--- config.mk ---
export PLATFORM = sky130hd
export DESIGN_NAME = sto_cell
export DESIGN_NICKNAME = d
export VERILOG_FILES = /design/src/hw/rtl/sto_pkg.sv /design/src/hw/rtl/sto_cell.sv
export SDC_FILE = /design/constraint.sdc
export NUM_CORES = 1
export LEC_CHECK = 0
export ABC_AREA = 1
export CAP_MARGIN = 20
export CORE_MARGIN = 5
export CORE_UTILIZATION = 40
export DETAILED_ROUTE_END_ITERATION = 7
export DONT_BUFFER_PORTS = 1
export PLACE_DENSITY = 0.57
export SYNTH_ARGS = -nofsm -noshare
export SYNTH_HDL_FRONTEND = slang
export SYNTH_SLANG_ARGS = --single-unit
--- constraint.sdc ---
create_clock -name clk -period 0.8 [get_ports clk]
set_input_delay 0.16 -clock clk [delete_from_list [all_inputs] [get_ports clk]]
set_output_delay 0.16 -clock clk [all_outputs]
set_load 0.1 [all_outputs]
--- src/hw/rtl/sto_pkg.sv ---
// Shared constants, register codes and the beat type of the strided offset generator.
package sto_pkg;
	localparam int NUM_DIMS     = 4;
	localparam int DEF_MAX_DIMS = 4;
	localparam int SIZE_W       = 16;
	localparam int STRIDE_W     = 32;
	localparam int LIN_W        = 48;
	localparam int OFF_W        = 50;
	localparam int PROD_W       = SIZE_W + STRIDE_W;
	localparam int CFG_IDX_W    = 3;
	localparam int CFG_DATA_W   = 32;

	typedef enum logic [CFG_IDX_W-1:0] {
		REG_SIZE_DIM0   = 3'd0,
		REG_SIZE_DIM1   = 3'd1,
		REG_SIZE_DIM2   = 3'd2,
		REG_SIZE_DIM3   = 3'd3,
		REG_STRIDE_DIM0 = 3'd4,
		REG_STRIDE_DIM1 = 3'd5,
		REG_STRIDE_DIM2 = 3'd6,
		REG_STRIDE_DIM3 = 3'd7
	} reg_idx_t;

	typedef struct packed {
		logic                             vld;
		logic                             kind;
		logic [LIN_W-1:0]                 num;
		logic [SIZE_W-1:0]                rem;
		logic [NUM_DIMS-1:0][SIZE_W-1:0]  idx;
	} beat_t;
endpackage

--- src/hw/rtl/sto_cell.sv ---
// One restoring-division step cell of the index split chain.
module sto_cell import sto_pkg::*; #(
	parameter int DIM   = NUM_DIMS - 1,
	parameter bit FINAL = 1'b0
) (
	input  logic              clk,
	input  logic              arst_n,
	input  logic [SIZE_W-1:0] divisor,
	input  beat_t             beat_i,
	output beat_t             beat_o
);
	logic [SIZE_W:0]   full;
	logic [SIZE_W:0]   diff;
	logic              ge;
	logic [SIZE_W-1:0] nrem;
	beat_t             nxt;
	logic              vld_q;
	beat_t             pay_q;

	always_comb begin
		full = {beat_i.rem, beat_i.num[LIN_W-1]};
		ge   = full >= {1'b0, divisor};
		diff = full - {1'b0, divisor};
		nrem = ge ? diff[SIZE_W-1:0] : full[SIZE_W-1:0];
		nxt  = beat_i;
		if (!beat_i.kind) begin
			nxt.num = {beat_i.num[LIN_W-2:0], ge};
			if (FINAL) begin
				nxt.idx[DIM] = nrem;
				nxt.rem      = '0;
			end else begin
				nxt.rem = nrem;
			end
		end
	end

	always_ff @(posedge clk or negedge arst_n) begin
		if (!arst_n) vld_q <= 1'b0;
		else vld_q <= beat_i.vld;
	end

	always_ff @(posedge clk) begin
		pay_q <= nxt;
	end

	always_comb begin
		beat_o     = pay_q;
		beat_o.vld = vld_q;
	end

`ifndef ASSERT_OFF
	a_idx_kept: assert property (@(posedge clk) disable iff (!arst_n)
		beat_i.vld && beat_i.kind |=> beat_o.idx == $past(beat_i.idx))
		else $error("index beat altered in divider cell");
	a_rem_below: assert property (@(posedge clk) disable iff (!arst_n)
		beat_i.vld && !beat_i.kind && divisor != '0 && beat_i.rem < divisor
		|=> beat_o.rem < divisor)
		else $error("partial remainder not below divisor");
	a_num_kept: assert property (@(posedge clk) disable iff (!arst_n)
		beat_i.vld && beat_i.kind |=> beat_o.num == $past(beat_i.num))
		else $error("index beat number altered");
`endif
endmodule

==> metrics.log <==
INFO  metric synth_top_family_by_area = simple AND/OR/NAND/NOR gates
INFO  metric seqCellArea = between 2000 and 3000 um^2
INFO  metric internal-power = around 15 mW
INFO  metric hold_ws = -0.2196 ns
INFO  metric gp_routability_congestion = 0.8917
INFO  metric hold_fix_buffers_cts = 131
INFO  metric yosys_warnings = 0
INFO  metric synth.avg_cell_area = about 8 um^2
INFO  metric layout.cells.most_common_list = 200 x sky130_fd_sc_hd__nand2_1, 136 x sky130_fd_sc_hd__buf_12, 131 x sky130_fd_sc_hd__dlygate4sd3_1, 125 x sky130_fd_sc_hd__dfxtp_2, 46 x sky130_fd_sc_hd__buf_4
INFO  metric violations = negative hold slack, negative setup slack
INFO  metric clock_sinks = 130
INFO  metric place_hpwl = around 14 mm
INFO  metric worst_ep_arrival_time = roughly 1.6 ns
INFO  metric cts.reportedPaths.clkPinSlew = roughly 0.06 ns
INFO  metric layoutNonFillerInstCount = ~1.1k
INFO  metric netSwitchingPower = 9.559 mW
INFO  metric cap_viol_max_count = 0
INFO  metric power.ir.vdd_worst = 2.522 mV
INFO  metric edff_count_synth = 0
INFO  metric holdCritPathClass = input port to register
INFO  metric totalPowerFinal = 25.00 mW
INFO  metric final_common_cell = sky130_fd_sc_hd__nand2_1
INFO  metric grt_max_degree = 67
INFO  metric layout_fillers = 280
INFO  metric max-slew-margin-rel = 74.19%
INFO  metric fp.dieArea = between 10,000 and 15,000 um^2
INFO  metric synthXorXnorAreaFrac = between 1 and 1.5%
INFO  metric drc_errors = 0
INFO  metric die_y = 118.9 um
INFO  metric yosys-mux-area-fraction = 0%
INFO  metric setup-violations-final = around 150
INFO  metric globalRouteTotalUtil = between 30% and 40%
INFO  metric cts_htree_levels = 4
INFO  metric cts_root_buf = sky130_fd_sc_hd__clkbuf_16
INFO  metric drt_first_iter_violations = 650
INFO  metric count_of_placed_standard_cells_including_taps = 884
INFO  metric result_of_the_run = complete, but fails checks
INFO  metric areaGrowthSynthToFinish = 129.1%
INFO  metric min-delay-start = beat_i[128]
INFO  metric worst_case_hold_path_end_point = beat_o[128]$_DFF_P_
INFO  metric fmax = between 0.7 and 0.8 GHz
INFO  metric cts_tree = yes
INFO  metric drv_slew = 0
INFO  metric detailroute.via_count = a little over 6k
INFO  metric critical_path_sink_type = register
INFO  metric ys_ff_latch = 130
INFO  metric cell_depth_of_the_worst_hold_path = 0
INFO  metric fp.coreArea = between 10,000 and 15,000 um^2
INFO  metric syn-instance-count = between 500 and 600
INFO  metric synth.distinct_cells = 28
INFO  metric leakage = about 5 nW
INFO  metric drt_first_pass_iters = 6
INFO  metric power_frac_seq = a little under a third
INFO  metric swShare = 38.23%
INFO  metric async_flop_share = less than 1%
INFO  metric grt_antenna_before_repair = 1
INFO  metric row_count = 39
INFO  metric area_fraction_in_and_or_nand_and_nor_cells_after_synthesis = approximately 30%
INFO  metric cts-root-to-sink-buffers = 2
INFO  metric overflow_left_after_global_routing = 0
INFO  metric combPwrFrac = between 30% and 40%
INFO  metric postLayoutSetupSlackWorst = -0.5311 ns
INFO  metric finalWorstPathRequiredPeriod = roughly 1.3 ns
INFO  metric timing.setup.critical_path_class = input port to register
INFO  metric worst-path-max-fanout = 7
INFO  metric via_per_inst = ~5.8
INFO  metric power-per-cell-area = 2300 nW/um^2
INFO  metric grt_first_pass_wirelength = just under 40 mm
INFO  metric share_of_layout_cells_above_drive_strength_1 = 52.81%
INFO  metric cell_area_after_synthesis = between 4000 and 5000 um^2
INFO  metric critPathRequiredTime = 1.11 ns
INFO  metric compound_cell_area_share_of_the_yosys_netlist = ~1.5%
INFO  metric synth-seq-area-share = approximately 55%
INFO  metric floorplan.die.width = roughly 120 um
INFO  metric nNetsFinal = about 1.1k
INFO  metric report.final.hold_viol_count = roughly 60
INFO  metric top_level_ports = roughly 280
INFO  metric cts-buffers-inserted = 17
INFO  metric rsz0062_at_grt = yes
INFO  metric worstSetupStartpointType = input port
INFO  metric actual_transition_at_the_worst_max_transition_pin = approximately 0.38 ns
INFO  metric grt_pass1_vias = about 6.1k
INFO  metric clock_power_share = about a third
INFO  metric wire_per_inst = around 29 um
INFO  metric dominantRegCellSynth = sky130_fd_sc_hd__dfxtp_1
INFO  metric synth_fp_nets = roughly 760
INFO  metric multi_input_area = between 2000 and 2500 um^2
INFO  metric routed_wl = around 31 mm
INFO  metric ant_nets = 0
INFO  metric synth_fa_ha_area_share = 4.641%
INFO  metric min_period_over_period = 166.4%
INFO  metric port_buffers = 0
INFO  metric initial_core_util = about 41%
kinds of logic (layout without fill, tap and decap cells):
| logic type | count (synthesis) | after routing |
|---|---|---|
| DFF | 130 | 130 |
| and+or+nand+nor | 335 | 337 |
| adders and majority gates | 17 | 17 |
| AOI/OAI and AO/OA | 14 | 14 |
| xor gates and xnor gates | 7 | 7 |
| buffers and inverters | 88 | 421 |
| other | 0 | 1 |
worst max path at each step:
stage	start	end	slack (ns)	depth (start not counted)
3_5_place_dp	divisor[15]	beat_o[78]$_DFF_P_	-0.77	11
5_1_grt	beat_i[69]	beat_o[66]$_DFF_P_	-0.54	12
6_report	beat_i[65]	beat_o[66]$_DFF_P_	-0.53	12
3_3_place_gp	divisor[14]	beat_o[66]$_DFF_P_	-0.76	11
4_1_cts	vld_q$_DFF_PN0_	beat_o[129]	-0.39	1
2_1_floorplan	beat_i[73]	beat_o[64]$_DFF_P_	-0.60	12
layer usage:
layer | track usage (%) | part of all wire, %
met5 | 0 | 0
met1 | 38.27 | 32
met2 | 68.31 | 49
met3 | 10.62 | 9.7
met4 | 21.65 | 9.7
state kept, by name (all words and copies together) (netlist names):
name    count
beat_o    129
vld_q       1
area by class of cell:
type | count | share of cell area (%)
diodes | 1 | 0.02302
clock buffers | 20 | 4.109
clock inverters | 12 | 1.450
inverters | 69 | 3.119
multi-input cells | 375 | 22.94
flip-flops and latches | 130 | 25.56
well taps | 143 | 1.646
repair buffers | 320 | 41.16
cells in the mapped netlist, types with 2 or more instances:
cell type	number	share of area [%]
sky130_fd_sc_hd__a21oi_1	8	0.84
sky130_fd_sc_hd__and2_1	2	0.26
sky130_fd_sc_hd__buf_2	3	0.32
sky130_fd_sc_hd__buf_4	2	0.32
sky130_fd_sc_hd__clkbuf_1	12	0.95
sky130_fd_sc_hd__dfxtp_1	129	54
sky130_fd_sc_hd__ha_1	16	4.2
sky130_fd_sc_hd__inv_1	68	5.4
sky130_fd_sc_hd__nand2_1	246	19
sky130_fd_sc_hd__nand2_2	5	0.66
sky130_fd_sc_hd__nand3_1	42	4.4
sky130_fd_sc_hd__nand3_2	2	0.42
sky130_fd_sc_hd__nand3b_1	3	0.47
sky130_fd_sc_hd__nand4_1	16	2.1
sky130_fd_sc_hd__nor2_1	12	0.95
sky130_fd_sc_hd__nor2_4	2	0.47
sky130_fd_sc_hd__o21ai_0	6	0.63
sky130_fd_sc_hd__xor2_1	7	1.3
power groups by stage:
stage          clock network, mW  logic [mW]  registers [mW]
4_1_cts                     8.00        8.34            7.50
3_5_place_dp                   0        7.38            7.63
5_1_grt                     8.54        9.30            7.57
3_3_place_gp                   0        7.30            7.60
2_1_floorplan                  0        1.26            10.9
6_report                    8.29        9.16            7.56
stage by stage:
step	TNS (ns)	utilization [%]	area, um^2	setup slack [ns]	hold WS [ns]
5_1_grt	-51.26	94.40	10870	-0.5432	-0.2499
6_report	-48.54	94.40	10870	-0.5311	-0.2196
4_1_cts	-43.89	91.69	10560	-0.3897	-0.2392
2_1_floorplan	-10.15	-	5154	-0.6013	-0.1356
3_5_place_dp	-12.22	71.07	8184	-0.7707	-0.1355
3_3_place_gp	-11.92	71.07	8184	-0.7630	-0.1355
critical path, stage by stage:
cell,delay [ns]
sky130_fd_sc_hd__ha_4,0.26
sky130_fd_sc_hd__nand2_4,0.11
sky130_fd_sc_hd__nand2_4,0.09
sky130_fd_sc_hd__nand2_4,0.11
sky130_fd_sc_hd__nand2_4,0.06
sky130_fd_sc_hd__nand2_4,0.08
sky130_fd_sc_hd__nand3_4,0.11
sky130_fd_sc_hd__nand2_8,0.16
sky130_fd_sc_hd__buf_12,0.15
sky130_fd_sc_hd__nand3b_1,0.14
sky130_fd_sc_hd__nand3_2,0.12
sky130_fd_sc_hd__nand2_1,0.07
repair_timing:
item | in CTS | in global routing
setup buffers | 15 | 4
pin swaps | 72 | 51
gates cloned | 3 | 0
resized for setup | 83 | 83
endpoints found under the hold margin | 131 | 61
endpoints found under the setup margin | 147 | 147
No activity file was read; power rests on OpenSTA's default activity.
